File: src/rtl/core/fixed_point_alu_assert.svh
// Assertion macros used by the fixed-point ALU top level.
`ifndef FIXED_POINT_ALU_ASSERT_SVH
`define FIXED_POINT_ALU_ASSERT_SVH

// Same-cycle implication, clocked on clk, quiet during reset.
`define FPA_ASSERT_IMP(lbl, ante, cons, msg) \
	lbl: assert property (@(posedge clk) disable iff (!arst_n) (ante) |-> (cons)) \
		else $error(msg);

// Next-cycle implication, clocked on clk, quiet during reset.
`define FPA_ASSERT_NXT(lbl, ante, cons, msg) \
	lbl: assert property (@(posedge clk) disable iff (!arst_n) (ante) |=> (cons)) \
		else $error(msg);

`endif

File: src/rtl/core/fpa_pkg.sv
// Types and constants of the fixed-point ALU.
package fpa_pkg;

	localparam int FRAC_BITS = 8;
	localparam int WORD_BITS = 32;
	localparam int DIV_BITS  = WORD_BITS + FRAC_BITS;

	typedef enum logic [3:0] {
		CMD_ADD      = 4'd0,
		CMD_SUB      = 4'd1,
		CMD_MUL      = 4'd2,
		CMD_DIV      = 4'd3,
		CMD_MIN      = 4'd4,
		CMD_MAX      = 4'd5,
		CMD_INC      = 4'd6,
		CMD_DEC      = 4'd7,
		CMD_FROM_INT = 4'd8,
		CMD_TO_INT   = 4'd9
	} cmd_e;

	typedef struct packed {
		logic [3:0]                  cmd;
		logic signed [WORD_BITS-1:0] operand_a;
		logic signed [WORD_BITS-1:0] operand_b;
	} in_t;

	typedef struct packed {
		logic signed [WORD_BITS-1:0] result_word;
		logic                        a_less;
		logic                        a_equal;
		logic                        a_greater;
		logic                        divide_by_zero;
	} out_t;

	// What travels down the divider chain with each item.
	typedef struct packed {
		logic                 is_div;
		logic                 neg;
		logic                 dz;
		logic [WORD_BITS-1:0] rem;
		logic [WORD_BITS-1:0] den;
		logic [DIV_BITS-1:0]  dvd;
		logic [WORD_BITS-1:0] res;
		logic                 lt;
		logic                 eq;
		logic                 gt;
	} cell_t;

endpackage

File: src/rtl/core/fpa_front.sv
// Input stage: registers the operands and product, then prepares the chain entry.
module fpa_front (
	input  logic          clk,
	input  logic          arst_n,
	input  logic          req_valid,
	output logic          req_ready,
	input  fpa_pkg::in_t  req,
	output logic          dn_valid,
	input  logic          dn_ready,
	output fpa_pkg::cell_t dn
);
	import fpa_pkg::*;

	logic                          valid_s1;
	logic [3:0]                    cmd_s1;
	logic signed [WORD_BITS-1:0]   a_s1;
	logic signed [WORD_BITS-1:0]   b_s1;
	logic signed [2*WORD_BITS-1:0] prod_s1;
	logic signed [2*WORD_BITS-1:0] prod_sh;
	logic [WORD_BITS-1:0]          abs_a;
	logic [WORD_BITS-1:0]          res;

	assign req_ready = !valid_s1 || dn_ready;
	assign dn_valid  = valid_s1;

	always_ff @(posedge clk or negedge arst_n) begin
		if (!arst_n) begin
			valid_s1 <= 1'b0;
		end else if (req_ready) begin
			valid_s1 <= req_valid;
		end
	end

	always_ff @(posedge clk) begin
		if (req_ready && req_valid) begin
			cmd_s1  <= req.cmd;
			a_s1    <= req.operand_a;
			b_s1    <= req.operand_b;
			prod_s1 <= 64'(req.operand_a) * 64'(req.operand_b);
		end
	end

	always_comb begin
		prod_sh = prod_s1 >>> FRAC_BITS;
		abs_a   = a_s1[WORD_BITS-1] ? (~a_s1 + 1'b1) : a_s1;
		unique case (cmd_s1)
			CMD_ADD:      res = a_s1 + b_s1;
			CMD_SUB:      res = a_s1 - b_s1;
			CMD_MUL:      res = prod_sh[WORD_BITS-1:0];
			CMD_MIN:      res = (a_s1 <= b_s1) ? a_s1 : b_s1;
			CMD_MAX:      res = (a_s1 >= b_s1) ? a_s1 : b_s1;
			CMD_INC:      res = a_s1 + 1'b1;
			CMD_DEC:      res = a_s1 - 1'b1;
			CMD_FROM_INT: res = a_s1 << FRAC_BITS;
			CMD_TO_INT:   res = a_s1 >>> FRAC_BITS;
			default:      res = '0;
		endcase
		dn.is_div = (cmd_s1 == CMD_DIV);
		dn.neg    = a_s1[WORD_BITS-1] ^ b_s1[WORD_BITS-1];
		dn.dz     = (b_s1 == '0);
		dn.rem    = '0;
		dn.den    = b_s1[WORD_BITS-1] ? (~b_s1 + 1'b1) : b_s1;
		dn.dvd    = {abs_a, {FRAC_BITS{1'b0}}};
		dn.res    = res;
		dn.lt     = (a_s1 < b_s1);
		dn.eq     = (a_s1 == b_s1);
		dn.gt     = (a_s1 > b_s1);
	end

endmodule

File: config.mk
export PLATFORM = sky130hd
export DESIGN_NAME = fpa_front
export DESIGN_NICKNAME = d
export VERILOG_FILES = /design/src/rtl/core/fixed_point_alu_assert.svh /design/src/rtl/core/fpa_pkg.sv /design/src/rtl/core/fpa_front.sv
export SDC_FILE = /design/constraint.sdc
export NUM_CORES = 2
export LEC_CHECK = 0
export ABC_AREA = 1
export BUFFER_PORTS_ARGS = -buffer_cell sky130_fd_sc_hd__clkbuf_2
export CORE_UTILIZATION = 55
export CTS_CLUSTER_SIZE = 24
export DETAILED_ROUTE_END_ITERATION = 6
export PLACE_DENSITY_LB_ADDON = 0.25
export SLEW_MARGIN = 20
export SYNTH_ARGS = -nofsm -noshare
export SYNTH_HDL_FRONTEND = slang
export SYNTH_SLANG_ARGS = --single-unit
File: constraint.sdc
create_clock -name clk -period 6.2 [get_ports clk]
set_clock_uncertainty 0.05 [all_clocks]
set_input_delay 0.31 -clock clk [delete_from_list [all_inputs] [get_ports clk]]
set_output_delay 0.31 -clock clk [all_outputs]
set_load 0.02 [all_outputs]
* Word level (Yosys, flattened, before mapping)
Cells that the tools add are included.
** Word-level totals
- Bits of input ports :: 72
- ROM bits :: 0
- Memories kept :: 0
- Output and inout bits :: 144
- Bits in latches :: 0
- Memory bits (writable) :: 0
- Bits in registers :: 109
** Operators by class
- Multipliers :: 1
- Add/subtract/negate cells :: 6
- Div/mod/pow operators :: 0
- Order comparisons :: 4
- Equality and inequality tests :: 10
- Bitwise operators :: 3
- Reductions and logical operators :: 5
- Shifts and indexed selects :: 0
- Multiplexer cells :: 5
** Operators by type and width (number)
- $pmux 32 s9 :: 1
- $mux 32 :: 4
- $add 32x1->32 const B :: 3
- $not 32->32 :: 2
- $mul 32x32->40 :: 1
- $add 32x32->32 :: 1
- $eq 32x32->1 :: 1
- $ge 32x32->1 :: 1
- $gt 32x32->1 :: 1
- $le 32x32->1 :: 1
- $logic_not 32->1 :: 1
- $lt 32x32->1 :: 1
- $sub 32x1->32 const B :: 1
- $sub 32x32->32 :: 1
- $eq 4x3->1 const B :: 4
- $eq 4x2->1 const B :: 2
- $eq 4x4->1 const B :: 2
- $eq 4x1->1 const B :: 1
- $logic_not 4->1 :: 1
- $logic_and 1x1->1 :: 1
- $logic_not 1->1 :: 1
- $logic_or 1x1->1 :: 1
- $xor 1x1->1 :: 1

* Depth between registers and ports, before layout
- Depth after elaboration :: 3
- Mapped depth :: 33

* Least setup slack after synthesis
No wires, ideal clock.
- Kind :: input to register
- Start :: input req[44] in the netlist's numbering
- End :: register prod_s1[35] (data pin)
- Setup slack :: -478 ps
- Stages :: 28
- Data arrival time :: 6376 ps
- Required time :: 5898 ps
- Cells stage by stage :: clkbuf_1 buf_1 nand2_1 inv_1 fa_1 fa_1 fa_1 inv_1 fa_1 inv_1 fa_1 inv_1 fa_1 inv_1 fa_1 fa_1 ha_1 nand2_1 nand2_1 o21bai_1 a21oi_1 o21ai_0 a21oi_1 o21ai_0 nand2_1 nand2_1 nand2_1 nand2_1
** Between the ends
- Longest elaborated chain between the ends :: 1
** RTL lines
- start, declared :: RTL line fpa_front.sv:7 : input fpa_pkg::in_t req,
- $mul 32x32->40 :: RTL line fpa_front.sv:39 : prod_s1 <= 64'(req.operand_a) * 64'(req.operand_b);
- end signal, assigned :: RTL line fpa_front.sv:39
- end, declared :: RTL line fpa_front.sv:18 : logic signed [2*WORD_BITS-1:0] prod_s1;
Every way passes these cells.
A chain may end at the register's enable or synchronous reset.

* Final worst setup path
- Start :: input req[45] in the netlist's numbering
- End :: register prod_s1[37] (data pin)
The elaborated chain is that of the path after synthesis.

==> results by group <==
Critical path
  • Worst setup path startpoint: req[45]
  • Largest incremental delay on the critical path: 0.59 ns
  • Crit start category: input port
  • Data arrival time of the critical path: 6.41 ns
  • Buf/Inv on CP: 8
  • Slowest stage cell, crit path: sky130_fd_sc_hd__fa_2
  • Type of the worst setup path: in -> reg
  • Type of element capturing the critical path: flip-flop
  • Reg-to-reg startpoint: dn_valid$_DFFE_PN0N_
  • Req. time, crit path: about 6.3 ns
  • Most frequent CP cell: sky130_fd_sc_hd__fa_1
  • Cell family with most CP delay: adder cells
  • List of cells traversed by the critical path: buf_12, buf_12, buf_4, nand2_1, fa_1, fa_1, inv_1, fa_1, inv_1, fa_1, inv_1, fa_1, fa_1, fa_1, fa_2, ha_1, buf_4, inv_1, o21bai_1, a21oi_1, o21ai_1, a31oi_1, nand3_1, xor2_1
  • Peak fanout along the critical path: 8

Final layout
  • Net count of the finished layout: 6715
  • Count of non-filler cells in the finished layout: approximately 6600
  • Finished Cell Area: 0.0444 mm2
  • # diodes: 0
  • Proportion of layout cells with a drive suffix above 1: 0.145
  • Post-synthesis to final-layout area growth: 16.7%
  • Filler Cell Count: 6052

Placement
  • Total of buffers placed on input and output ports: 175
  • HPWL after DPL: 120000 um
  • Weighted congestion reported at the end of routability-driven placement: 1.06
  • Placed cell areas: around 0.043 mm2
  • Cells after DPL: approximately 6600

GRT
  • Overall fraction of global-route tracks in use: 0.419
  • Antenna violations before repair: 3
  • Via count of the first global-routing pass: roughly 37000
  • Pin count of the biggest net entering global routing: 74
  • Wire length of the first global-routing pass: 219000 um
  • Overflow left after global routing: 0

CTS
  • Clock insertion delay at the later pin of the skew report: 0.38 ns
  • Clock input transition at the sequential cells of the worst setup and hold paths: ~0.08 ns
  • Max Root-Sink Buffers: 2
  • Number of clock sinks: 101
  • H-Tree Depth: 3
  • CTS tree: built
  • CTS Buf Count: 9
  • Root Buffer: sky130_fd_sc_hd__clkbuf_16

Floorplanning
  • X dimension of the die: 265 um
  • Number of top-level pins: 216
  • Row Count: 96
  • Die height: roughly 260 um
  • Die outline area: between 0.07 and 0.08 mm2
  • Initial Utilization: 0.555
  • Area of the core region: 0.0685 mm2

Timing
  • Min Hold Slack: 0.0565 ns
  • Final setup slack of the worst path: -0.136 ns
  • Setup repair after global routing missed its margin: yes
  • Period utilisation layout: 1.02
  • Final Hold Violating Endpoints: 0
  • Highest Clock Rate: 158 MHz
  • Total setup violations reported at the end of the flow: 8
  • Tightest Pin Transition: 1.12 ns
  • Max_slew headroom: 0.245
  • Total Negative Setup Slacks: -0.481 ns
  • Min Tclk post-route: 6.34 ns
  • Final max-slew violation count: 0

Detailed routing
  • Detailed Routing Iterations Pass 1: 7
  • Detailed Route Iter0 Violations: 3801
  • Final antenna-violating net count: 0
  • DR DRC count: 2
  • Total length of routed wires: 149000 um
  • Routed via count divided by cell count: 5.56
  • Count of vias placed by the detailed router: about 37000
  • Wire per inst: 22.4 um

Synthesis
  • Share of the synthesized area in compound gates (AO/OA/AOI/OAI): 0.0715
  • Fraction of registers with async set or reset after synthesis: 0.00990
  • Adder-cell share of the synthesized area: 0.422
  • Synthesized-area fraction occupied by and/or/nand/nor cells: 0.227
  • Proportion of synthesized area in mux cells: 0
  • Distinct cell type count of the synthesized netlist: 54
  • Number of warning messages in the yosys log: 0
  • Cells after Synth: 5351
  • Post-Syn Area per Cell: 7.10 um2
  • Top FF cell, synth: sky130_fd_sc_hd__edfxtp_1
  • Largest family of logic cells by synthesized area: adder cells
  • Fraction of synthesized cell area in xor and xnor cells: 0.0288
  • Flip-flop and latch count after synthesis: slightly above 100
  • Netlist Area Pre-Place: 0.0380 mm2
  • Sequential share of the synthesized area: 0.0797
  • Number of flops mapped to enable cells by yosys: 100

Outcome
  • Status: finished, violations left
  • Violations in the final reports: DRC, setup timing

Min path
  • Hold Startpoint: req[65]
  • Worst hold-check path type: in -> reg

Flow run
  • Max_cap viols: 0
==> placed cells by master, fill, tap and decap left out, types with 8 or more instances in the layout <==
cell type                   Yosys  layout
sky130_fd_sc_hd__a21boi_0      11      11
sky130_fd_sc_hd__a21o_1        14      14
sky130_fd_sc_hd__a21oi_1      169     147
sky130_fd_sc_hd__a21oi_2        0      20
sky130_fd_sc_hd__a221oi_1      17      14
sky130_fd_sc_hd__a31oi_1       19      16
sky130_fd_sc_hd__buf_12         0      59
sky130_fd_sc_hd__buf_4         50     345
sky130_fd_sc_hd__clkbuf_16      0      16
sky130_fd_sc_hd__clkbuf_2       1     154
sky130_fd_sc_hd__clkbuf_4       0      11
sky130_fd_sc_hd__conb_1         1      40
sky130_fd_sc_hd__edfxtp_1     100     100
sky130_fd_sc_hd__fa_1         645     625
sky130_fd_sc_hd__fa_2           0      20
sky130_fd_sc_hd__ha_1         250     227
sky130_fd_sc_hd__ha_4           0      23
sky130_fd_sc_hd__inv_1       1416    1386
sky130_fd_sc_hd__inv_2          8      38
sky130_fd_sc_hd__nand2_1     1379    1359
sky130_fd_sc_hd__nand2_2       13      30
sky130_fd_sc_hd__nand3_1      267     264
sky130_fd_sc_hd__nand3b_1      14      14
sky130_fd_sc_hd__nand4_1       51      51
sky130_fd_sc_hd__nor2_1       285     259
sky130_fd_sc_hd__nor2_2         2      23
sky130_fd_sc_hd__nor3_1        32      27
sky130_fd_sc_hd__nor4_1        19      15
sky130_fd_sc_hd__o211ai_1      45      45
sky130_fd_sc_hd__o21ai_0      134     115
sky130_fd_sc_hd__o21ai_1        3      13
sky130_fd_sc_hd__o21ai_2        1       8
sky130_fd_sc_hd__o21bai_1      30      26
sky130_fd_sc_hd__or2_2         13      13
sky130_fd_sc_hd__xnor2_1       21      20
sky130_fd_sc_hd__xor2_1       104     101
==> metal layers <==
layer,up-vias,GRT usage,wire length [um]
met5,-,0,52
met4,6,0.240,10800
met3,488,0.0830,16100
met2,2000,0.676,67400
met1,17800,0.526,54300
li1,16600,-,-
==> worst reg2reg max path, delay by kind of cell, from the launching register on <==
family	cells	cell delay, ns
AO/OA/AOI/OAI	1	0.73
flip-flops	1	0.45
buffers and inverters	1	0.82
==> metrics by stage <==
| stage | setup WS, ns | util |
|---|---|---|
| 2_1_floorplan | -0.0826 | - |
| 3_3_place_gp | -0.582 | 0.624 |
| 3_5_place_dp | -0.666 | 0.624 |
| 4_1_cts | -0.0373 | 0.637 |
| 5_1_grt | -0.343 | 0.648 |
| 6_report | -0.136 | 0.648 |
==> state kept, by name, indices dropped and copies added, names as in the netlist <==
signal / cells
cmd_s1: 4
b_s1: 32
prod_s1: 32
a_s1: 32
dn_valid: 1
==> cell usage after synthesis (all sizes together) (11+ instances only) <==
library cell | number | share of area
nor4 | 19 | 0.0031
ha | 250 | 0.082
xor2 | 104 | 0.024
or2 | 15 | 0.0025
nor3 | 34 | 0.0049
a21boi | 11 | 0.0022
nand4 | 52 | 0.0090
buf | 89 | 0.015
o211ai | 45 | 0.0089
nor2 | 288 | 0.029
a21o | 14 | 0.0028
edfxtp | 100 | 0.079
clkbuf | 158 | 0.016
a31oi | 19 | 0.0031
a221oi | 17 | 0.0039
o21ai | 138 | 0.018
nand3 | 269 | 0.036
nand3b | 14 | 0.0028
fa | 645 | 0.34
inv | 1424 | 0.14
nand2 | 1392 | 0.14
xnor2 | 21 | 0.0048
o21bai | 30 | 0.0059
a21oi | 169 | 0.022
==> area by class of cell <==
class	count	area (um2)	area share
inverters	1427	5360	0.121
clock buffers	9	225	0.00508
well taps	882	1100	0.0249
multi-input cells	3615	29500	0.664
repair buffers	594	5090	0.115
clock inverters	7	97.6	0.00220
flip-flops and latches	101	3030	0.0682
==> logic make-up (layout without fill, tap and decap cells) <==
family,count (synthesis),count (layout)
AND/OR/NAND/NOR,2091,2091
buffers and inverters,1674,2037
adder cells (fa/ha/maj),895,895
AO/OA/AOI/OAI,464,464
XOR/XNOR,125,125
flip-flops,101,101
other,1,40
==> path summary, 6_finish.rpt <==
kind / to / slack [ns] / depth (start not counted)
max: prod_s1[37]$_DFFE_PP_ / -0.14 / 24
min: cmd_s1[1]$_DFFE_PP_ / 0.06 / 1
max reg2reg: a_s1[29]$_DFFE_PP_ / 3.67 / 2
min reg2reg: dn_valid$_DFFE_PN0N_ / 0.60 / 2
max in group asynchronous: dn_valid$_DFFE_PN0N_ / 5.83 / 2
min in group asynchronous: dn_valid$_DFFE_PN0N_ / 0.18 / 2
==> timing repair <==
| action | CTS | global route |
|---|---|---|
| endpoints found under the setup margin | 17 | 25 |
| gates cloned | 5 | 6 |
| resized for setup | 78 | 158 |
| hold endpoints to repair | 1 | 0 |
| hold buffers | 1 | 0 |
| pin swaps | 41 | 53 |
| buffers inserted | 14 | 9 |
Power is left out: the tool's default activity adds up to more than one toggle a clock period on the data nets, which glitch-free logic cannot reach.
