==> config.mk <==
export PLATFORM = sky130hd
export DESIGN_NAME = fpa_div_cell
export DESIGN_NICKNAME = d
export VERILOG_FILES = /design/src/rtl/core/fixed_point_alu_assert.svh /design/src/rtl/core/fpa_pkg.sv /design/src/rtl/core/fpa_div_cell.sv
export SDC_FILE = /design/constraint.sdc
export NUM_CORES = 1
export LEC_CHECK = 0
export ABC_AREA = 1
export BUFFER_PORTS_ARGS = -buffer_cell sky130_fd_sc_hd__clkbuf_2
export CORE_MARGIN = 8
export CORE_UTILIZATION = 53
export DETAILED_ROUTE_END_ITERATION = 7
export GPL_TIMING_DRIVEN = 1
export HOLD_SLACK_MARGIN = 0.1
export PLACE_DENSITY = 0.83
export SYNTH_ARGS = -nofsm -noshare
export SYNTH_HDL_FRONTEND = slang
export SYNTH_SLANG_ARGS = --single-unit
==> constraint.sdc <==
create_clock -name clk -period 22.7 [get_ports clk]
set_clock_uncertainty 0.1 [all_clocks]
set_input_delay 1.135 -clock clk [delete_from_list [all_inputs] [get_ports clk]]
set_output_delay 1.135 -clock clk [all_outputs]
set_load 0.03 [all_outputs]
==> src/rtl/core/fixed_point_alu_assert.svh <==
// Assertion macros used by the fixed-point ALU top level.
`ifndef FIXED_POINT_ALU_ASSERT_SVH
`define FIXED_POINT_ALU_ASSERT_SVH

// Same-cycle implication, clocked on clk, quiet during reset.
`define FPA_ASSERT_IMP(lbl, ante, cons, msg) \
	lbl: assert property (@(posedge clk) disable iff (!arst_n) (ante) |-> (cons)) \
		else $error(msg);

// Next-cycle implication, clocked on clk, quiet during reset.
`define FPA_ASSERT_NXT(lbl, ante, cons, msg) \
	lbl: assert property (@(posedge clk) disable iff (!arst_n) (ante) |=> (cons)) \
		else $error(msg);

`endif

==> src/rtl/core/fpa_pkg.sv <==
// Types and constants of the fixed-point ALU.
package fpa_pkg;

	localparam int FRAC_BITS = 8;
	localparam int WORD_BITS = 32;
	localparam int DIV_BITS  = WORD_BITS + FRAC_BITS;

	typedef enum logic [3:0] {
		CMD_ADD      = 4'd0,
		CMD_SUB      = 4'd1,
		CMD_MUL      = 4'd2,
		CMD_DIV      = 4'd3,
		CMD_MIN      = 4'd4,
		CMD_MAX      = 4'd5,
		CMD_INC      = 4'd6,
		CMD_DEC      = 4'd7,
		CMD_FROM_INT = 4'd8,
		CMD_TO_INT   = 4'd9
	} cmd_e;

	typedef struct packed {
		logic [3:0]                  cmd;
		logic signed [WORD_BITS-1:0] operand_a;
		logic signed [WORD_BITS-1:0] operand_b;
	} in_t;

	typedef struct packed {
		logic signed [WORD_BITS-1:0] result_word;
		logic                        a_less;
		logic                        a_equal;
		logic                        a_greater;
		logic                        divide_by_zero;
	} out_t;

	// What travels down the divider chain with each item.
	typedef struct packed {
		logic                 is_div;
		logic                 neg;
		logic                 dz;
		logic [WORD_BITS-1:0] rem;
		logic [WORD_BITS-1:0] den;
		logic [DIV_BITS-1:0]  dvd;
		logic [WORD_BITS-1:0] res;
		logic                 lt;
		logic                 eq;
		logic                 gt;
	} cell_t;

endpackage

==> src/rtl/core/fpa_div_cell.sv <==
// One restoring-division cell: retires one quotient bit and registers the item.
module fpa_div_cell (
	input  logic          clk,
	input  logic          arst_n,
	input  logic          up_valid,
	output logic          up_ready,
	input  fpa_pkg::cell_t up,
	output logic          dn_valid,
	input  logic          dn_ready,
	output fpa_pkg::cell_t dn
);
	import fpa_pkg::*;

	logic                 valid_q;
	cell_t                data_q;
	cell_t                nxt;
	logic [WORD_BITS:0]   trial;
	logic [WORD_BITS:0]   diff;
	logic                 ge;

	assign up_ready = !valid_q || dn_ready;
	assign dn_valid = valid_q;
	assign dn       = data_q;

	always_comb begin
		trial = {up.rem, up.dvd[DIV_BITS-1]};
		diff  = trial - {1'b0, up.den};
		ge    = (trial >= {1'b0, up.den});
		nxt   = up;
		nxt.rem = ge ? diff[WORD_BITS-1:0] : trial[WORD_BITS-1:0];
		// shift the next quotient bit in where the dividend bit left
		nxt.dvd = {up.dvd[DIV_BITS-2:0], ge};
	end

	always_ff @(posedge clk or negedge arst_n) begin
		if (!arst_n) begin
			valid_q <= 1'b0;
		end else if (up_ready) begin
			valid_q <= up_valid;
		end
	end

	always_ff @(posedge clk) begin
		if (up_ready && up_valid) begin
			data_q <= nxt;
		end
	end

endmodule

== Word level (Yosys, flattened, before mapping) ==
Index checks and enable logic that the tools add are counted.
Operators by class
  add/subtract/negate cells: 1
  magnitude comparators: 1
  muxes and demuxes: 1
  reductions and logical operators: 3
Operators by type and width (count)
  33-bit by 32-bit greater-or-equal comparator with 1-bit output: 1
  32-bit two-way mux: 1
  32-bit subtractor: 1
  1-bit logical AND: 1
  1-bit logical NOT: 1
  1-bit logical OR: 1
Word-level totals
  register bits after elaboration: 143
  input bits: 146
  output and inout port bits: 144
  word-level logic and storage cells: 17

== Longest topological paths before layout ==
Gate-level depths: netlist of the first run.
  word-level depth: 3
  gate-level depth with buffers: 16
  gate-level depth less buffers: 14

== Least setup slack after synthesis of the first run ==
No wires, ideal clock.
  kind: input port to flip-flop
  start point: in up_valid
  end point: reg data_q, in the netlist dn[0] (enable)
  library setup time: 0.690 ns
  arrival time: 8.009 ns
  required time: 21.910 ns
  setup slack: 13.901 ns
  stages: 2
  buffers on the path: 0
  cell sequence: inv_1 a21oi_1
On the way
  cells in the longest elaborated chain, start to end: 1
RTL lines
  start, declared: RTL line fpa_div_cell.sv:5  | input logic up_valid,
  1-bit logical AND: RTL line fpa_div_cell.sv:44  | if (up_ready && up_valid) begin
  end signal, assigned: RTL line fpa_div_cell.sv:45  | data_q <= nxt;
  end, declared: RTL line fpa_div_cell.sv:15  | cell_t data_q;
No other way between the ends.
A chain may end at the register's enable or synchronous reset.

==> results of run 1 <==
## power breakdown
part / switching (mW) / leakage (nW) / internal [mW]
Clock: 0.111 / 0.302 / 0.184
Sequential: 0.00527 / 1.36 / 0.314
Combinational: 0.108 / 3.39 / 0.0475
Total: 0.225 / 5.05 / 0.546
## kinds of logic (layout without fill, tap and decap cells)
| logic type | after synthesis | after routing | share of synthesized area (%) |
|---|---|---|---|
| AO/OA/AOI/OAI | 25 | 25 | 1.701 |
| XOR/XNOR | 14 | 14 | 1.634 |
| adder cells (fa/ha/maj) | 33 | 33 | 5.603 |
| buffers and inverters | 164 | 477 | 8.788 |
| flip-flops | 143 | 143 | 57.16 |
| other | 0 | 5 | 0 |
| AND/OR/NAND/NOR | 421 | 421 | 25.11 |
## per-stage QoR
| stage | power, mW | worst slack, ns | utilization, % |
|---|---|---|---|
| after floorplan | 0.4337 | 13.90 | - |
| after global placement | 0.4758 | 18.92 | 65.70 |
| after detailed placement | 0.4798 | 18.85 | 65.70 |
| after CTS | 0.7748 | 19.30 | 70.16 |
| after global routing | 0.8006 | 19.13 | 70.25 |
| final | 0.7707 | 19.30 | 70.25 |
## layout by cell type, fill, tap and decap left out, drive strengths merged
cell	n
clkbuf	308
nand2	284
inv	156
edfxtp	142
nand3	68
nor2	40
ha	32
a21oi	22
xor2	13
nand3b	10
and2	8
nor3	8
clkinv	6
diode	5
bufinv	4
nand4	2
o21ai	2
buf	2
o21bai	1
or2	1
xnor2	1
fa	1
clkinvlp	1
dfrtp	1
## sequential cells by signal, summed over array words and instances (netlist names)
| register | count |
|---|---|
| dn_valid | 1 |
| dn | 142 |
## critical path, cell delays in order
cell	delay, ns
clkbuf_2	0.09
inv_1	0.04
ha_1	0.34
nand2_1	0.15
inv_1	0.07
nand2_1	0.06
nand2_1	0.08
nand2_1	0.09
a21oi_1	0.11
nor2_4	0.70
nand2_8	0.33
nand2_1	0.13
o21ai_0	0.08
## worst max path at each step
stage,end,slack [ns],startpoint,depth (start not counted)
after floorplan,dn[0],13.90,up_valid,2
after global placement,dn[107],18.92,up[95],13
after detailed placement,dn[108],18.85,up[95],13
after CTS,dn[109],19.30,up[94],13
after global routing,dn[108],19.13,up[102],13
final,dn[107],19.30,up[95],13
## metal layers
metal  GRT usage (%)  vias to the layer above  routed length (um)
li1                -                     3168                   -
met1           26.66                     2867                8637
met2           45.95                      255               12230
met3           6.984                       34                1732
met4           8.452                        0                 569
met5               0                        -                   0
## area by class of cell
cell class,instances,area share (%)
multi-input cells,493,26.32
clock inverters,13,1.912
repair buffers,291,14.99
clock buffers,19,4.439
diodes,5,0.1283
well taps,180,2.309
flip-flops and latches,143,43.98
inverters,154,5.928
==> reports/qor.json, run 1 <==
{
  "outcome": {
    "outcome": "completed"
  },
  "final_layout": {
    "ff_latch_area_mm2": 0.004289,
    "area_growth_pct": 29.96,
    "nets": 1279,
    "layout-drive-gt1-share_pct": 31.90,
    "fillCellCount": 1121,
    "final_area_mm2": 0.009752,
    "area_of_combinational_cells_with_multiple_inputs_mm2": 0.002566,
    "post_layout_nonfiller_instances": 1298
  },
  "clock_network": {
    "postCtsSetupRepairBufs": 0,
    "ctsHoldBuffers": 0,
    "clk_transition_reported_paths_ns": 0.06,
    "cts.repair.resized": 0,
    "insertion_delay_ns": 0.42,
    "cts.sinks": 143,
    "tritoncts": "yes",
    "htree_num_levels": 4,
    "cts-buffers-inserted": 17,
    "clock-root-buffer": "clkbuf_16",
    "clockBufferDepth": 2
  },
  "synthesis": {
    "synth_largest_area_cell": "edfxtp_1",
    "synth_ff_type": "edfxtp_1",
    "syn-cell-area_mm2": 0.007503,
    "synth-edff-count": 142,
    "yosys-top-cells-count": "nand2_1 (278), inv_1 (151), edfxtp_1 (142)",
    "asyncSetResetFlopFracSynth_pct": 0.6993,
    "synthDistinctLibCells": 30,
    "synth_largest_type_area_fraction_pct": 56.83,
    "mapped_avg_cell_area_um2": 9.379,
    "netlist_top_cells_area": "edfxtp_1 (57%), nand2_1 (14%), inv_1 (7.6%)",
    "yosys_warnings": 0,
    "yosys_register_bits": 143,
    "ys_seq_area_share_pct": 57.16,
    "post-synth-top-count-cell": "nand2_1",
    "net_count_after_synthesis": 979,
    "post_synth_inst_count": 800
  },
  "min_path": {
    "holdCritPathClass": "in -> async"
  },
  "floorplan": {
    "coreArea_mm2": 0.01388,
    "initial_utilization_pct": 54.06,
    "floorplan.io_pins": 290,
    "fp.dieW_um": 135.0,
    "floorplan.rows": 43,
    "die_height_um": 135.0,
    "die-area_mm2": 0.01822
  },
  "placed_design": {
    "hpwl_mm": 18.28,
    "dpl.cell_count": 1261,
    "routabilityCongestion": 0.9022,
    "postPlaceCellArea_mm2": 0.009120,
    "port-buffer-count": 289
  },
  "global_routing": {
    "grt_remaining_overflow": 0,
    "grt.total_usage_pct": 24.91,
    "number_of_global_route_vias_before_repair": 6296,
    "antenna_found_initial": 3,
    "first_pass_grt_wire_length_mm": 34.33,
    "grt_max_degree": 79
  },
  "setup_path": {
    "timing.reg2reg.worst_path_depth": 3,
    "worst-endpoint-required_ns": 22.76,
    "worstSetupStartpointType": "input pin",
    "critPathKind": "in -> reg",
    "critical_path.reg2reg.startpoint": "dn_valid",
    "timing.reg2reg.setup_slack_ns": 19.99,
    "timing.rr.end": "dn[96]",
    "crit_arrival_ns": 3.46,
    "cp_max_fo": 35,
    "critPathCaptureType": "flip-flop"
  },
  "detailed_routing": {
    "number_of_violations_reported_at_the_end_of_detailed_routing_iteration_0": 409,
    "remaining_drc_errors": 0,
    "antenna_violating_nets_post_route": 0,
    "route.vias.total": 6324,
    "detailedRoute.firstPassIterationCount": 5,
    "finalWirelength_mm": 23.17,
    "detail_route.vias_per_cell": 4.872,
    "avgRoutedWirePerCell_um": 17.85
  },
  "sta": {
    "setup_violations": 0,
    "hold_slack_ns": 0.3784,
    "worst_pin_slew_ns": 0.9835,
    "totalNegativeSetupSlack_ns": 0,
    "grt_setup_unrepaired": "false",
    "post-route-period-util_pct": 14.99,
    "max_clock_freq_ghz": 0.2939,
    "final_hold_viol_count": 0,
    "timing_max_transition_violations_final": 0,
    "finalCriticalPeriod_ns": 3.402,
    "max-slew-margin-rel_pct": 34.43
  },
  "power_and_ir_drop": {
    "ir_drop_mv": 0.04221,
    "leakage_nw": 5.052,
    "total_power_density_per_cell_area_mw_per_mm2": 79.03
  },
  "run": {
    "timing.max_cap.violations": 0
  }
}
Power figures use the tool's default switching activity.
==> run 2: changes to the inputs <==
--- a/config.mk
+++ b/config.mk
@@ -8,11 +8,11 @@
 export ABC_AREA = 1
 export BUFFER_PORTS_ARGS = -buffer_cell sky130_fd_sc_hd__clkbuf_2
 export CORE_MARGIN = 8
-export CORE_UTILIZATION = 53
+export CORE_UTILIZATION = 45
 export DETAILED_ROUTE_END_ITERATION = 7
 export GPL_TIMING_DRIVEN = 1
 export HOLD_SLACK_MARGIN = 0.1
-export PLACE_DENSITY = 0.83
+export PLACE_DENSITY = 0.74
 export SYNTH_ARGS = -nofsm -noshare
 export SYNTH_HDL_FRONTEND = slang
 export SYNTH_SLANG_ARGS = --single-unit
==> constraint.sdc (replaced) <==
create_clock -name clk -period 3.05 [get_ports clk]
set_clock_uncertainty 0.1 [all_clocks]
set_input_delay 0.1525 -clock clk [delete_from_list [all_inputs] [get_ports clk]]
set_output_delay 0.1525 -clock clk [all_outputs]
set_load 0.03 [all_outputs]
==> run 2 against run 1 <==
Net effect:
- cell area grew 16%
- sequential cell count is the same
- final cell count grew 15%
- count of clock-buffer cells in the layout shrank 1
- register-to-register slack lost 19 ns
- utilization shrank 1.8 points
- routed wire length grew 15%
- non-clock buffer count grew 149
- critical endpoint is now dn[129]
==> reports/qor.json, run 2 (same netlist as run 1, synthesis figures left out) <==
{
  "detailed_routing": {
    "detail_route.vias_per_cell": 4.744,
    "number_of_violations_reported_at_the_end_of_detailed_routing_iteration_0": 453,
    "avgRoutedWirePerCell_um": 17.84,
    "antenna_violating_nets_post_route": 0,
    "detailedRoute.firstPassIterationCount": 5,
    "remaining_drc_errors": 0,
    "route.vias.total": 7055,
    "finalWirelength_mm": 26.53
  },
  "floorplan": {
    "initial_utilization_pct": 45.57,
    "fp.dieW_um": 145.1,
    "die-area_mm2": 0.02106,
    "die_height_um": 145.1,
    "floorplan.io_pins": 290,
    "coreArea_mm2": 0.01647,
    "floorplan.rows": 47
  },
  "clock_network": {
    "clk_transition_reported_paths_ns": 0.07,
    "tritoncts": "yes",
    "cts-buffers-inserted": 17,
    "clockBufferDepth": 2,
    "cts.repair.resized": 0,
    "clock-root-buffer": "clkbuf_16",
    "insertion_delay_ns": 0.43,
    "cts.sinks": 143,
    "htree_num_levels": 4
  },
  "global_routing": {
    "antenna_found_initial": 4,
    "first_pass_grt_wire_length_mm": 40.36,
    "grt_remaining_overflow": 0,
    "grt_max_degree": 56,
    "grt.total_usage_pct": 24.66,
    "number_of_global_route_vias_before_repair": 7256
  },
  "setup_path": {
    "timing.reg2reg.worst_path_depth": 2,
    "critPathKind": "in -> reg",
    "worstSetupStartpointType": "input pin",
    "crit_arrival_ns": 2.85,
    "worst-endpoint-required_ns": 3.23,
    "timing.reg2reg.setup_slack_ns": 1.15,
    "critPathCaptureType": "flip-flop",
    "cp_max_fo": 15
  },
  "power_and_ir_drop": {
    "net_sw_power_mw": 1.856,
    "leakage_nw": 5.652,
    "total_power_mw": 5.826,
    "p_int_mw": 3.970,
    "total_power_density_per_cell_area_mw_per_mm2": 517.1,
    "sequential_fraction_of_design_power_pct": 40.8,
    "power.combinational.fraction_pct": 23.2,
    "ir_drop_mv": 0.3993,
    "clockPowerShare_pct": 36.0,
    "power_switching_share_pct": 31.85
  },
  "sta": {
    "post-route-period-util_pct": 87.43,
    "hold_slack_ns": 0.2021,
    "max_clock_freq_ghz": 0.3750,
    "final_hold_viol_count": 0,
    "max-slew-margin-rel_pct": 37.14,
    "timing_max_transition_violations_final": 0,
    "totalNegativeSetupSlack_ns": 0,
    "worst_pin_slew_ns": 0.9418,
    "setup_violations": 0,
    "grt_setup_unrepaired": "false",
    "finalCriticalPeriod_ns": 2.667
  },
  "final_layout": {
    "layout.cells.most_common": "clkbuf_2",
    "layout-drive-gt1-share_pct": 28.66,
    "largest_reg_flops": 142,
    "post_layout_nonfiller_instances": 1487,
    "nets": 1429,
    "area_growth_pct": 50.16,
    "post-route-util_pct": 68.43,
    "highest_count_cells_in_the_layout_ignoring_fill_and_taps": "clkbuf_2 (289), nand2_1 (278), inv_1 (151)"
  },
  "placed_design": {
    "dpl.cell_count": 1303,
    "routabilityCongestion": 0.9227,
    "hpwl_mm": 18.10,
    "port-buffer-count": 289
  },
  "min_path": {
    "timing.hold.worst_path_depth": 3,
    "holdCritPathClass": "in -> reg"
  },
  "outcome": {
    "outcome": "completed"
  },
  "run": {
    "timing.max_cap.violations": 0
  }
}
## run 2: cell types whose count changed in the layout (fill, tap and decap cells not counted), moves of 3 or more
cell	delta
bufinv_16	-3
clkinv_2	-3
clkinvlp_4	+3
dlygate4sd3_1	+145
inv_6	+4
## run 2: final timing paths
| kind | start | to |
|---|---|---|
| worst max-delay path | up[93] | dn[129] |
| worst min-delay path | dn_ready | dn[29] |
| worst max register to register | dn_valid | dn[104] |
| worst min register to register | dn_valid | dn[29] |
| max in group asynchronous | arst_n | dn_valid |
| min in group asynchronous | arst_n | dn_valid |
## run 2: routing by layer
layer	part of all wire (%)	GRT usage, %
met2	53	45.51
met4	2.8	9.995
met5	0	0
met1	38	27.01
met3	6.9	5.193
## run 2: final cells by class
type                       count  area [um2]
fill                        1298        5199
sequential                   143        4290
timing repair buffer         440        2968
multi-input combinational    494        2572
inverter                     154       578.1
clock buffer                  18       429.2
tap                          220       275.3
clock inverter                14       143.9
antenna                        4       10.01
## run 2: timing repair
item	CTS	global route
endpoints found under the setup margin	0	33
hold endpoints to repair	143	0
setup buffers	0	2
hold buffers	145	0
## run 2: worst max-delay path: stages
cell and delay, ns:
dlygate4sd3_1 0.55, clkbuf_2 0.12, inv_1 0.04, ha_1 0.35, nand2_1 0.16, nor2_2 0.06
nand2_1 0.10, nor2_2 0.05, nand2_1 0.06, nand3_1 0.15, nor2_2 0.78, nand3_1 0.14
nand2_1 0.14
## run 2: power by group through the flow
stage          combinational (mW)  sequential [mW]  clock, mW
2_1_floorplan               0.532             2.68          0
3_3_place_gp                 1.15             2.41          0
3_5_place_dp                 1.16             2.41          0
4_1_cts                      1.33             2.37       2.09
5_1_grt                      1.47             2.38       2.19
6_report                     1.35             2.38       2.10
## run 2: metrics by stage
stage,instance area [um2],setup WS [ns]
6_report,11270,0.3835
5_1_grt,11270,0.3014
3_3_place_gp,9211,0.2325
3_5_place_dp,9211,0.2091
4_1_cts,11240,0.09185
2_1_floorplan,7516,-0.3879
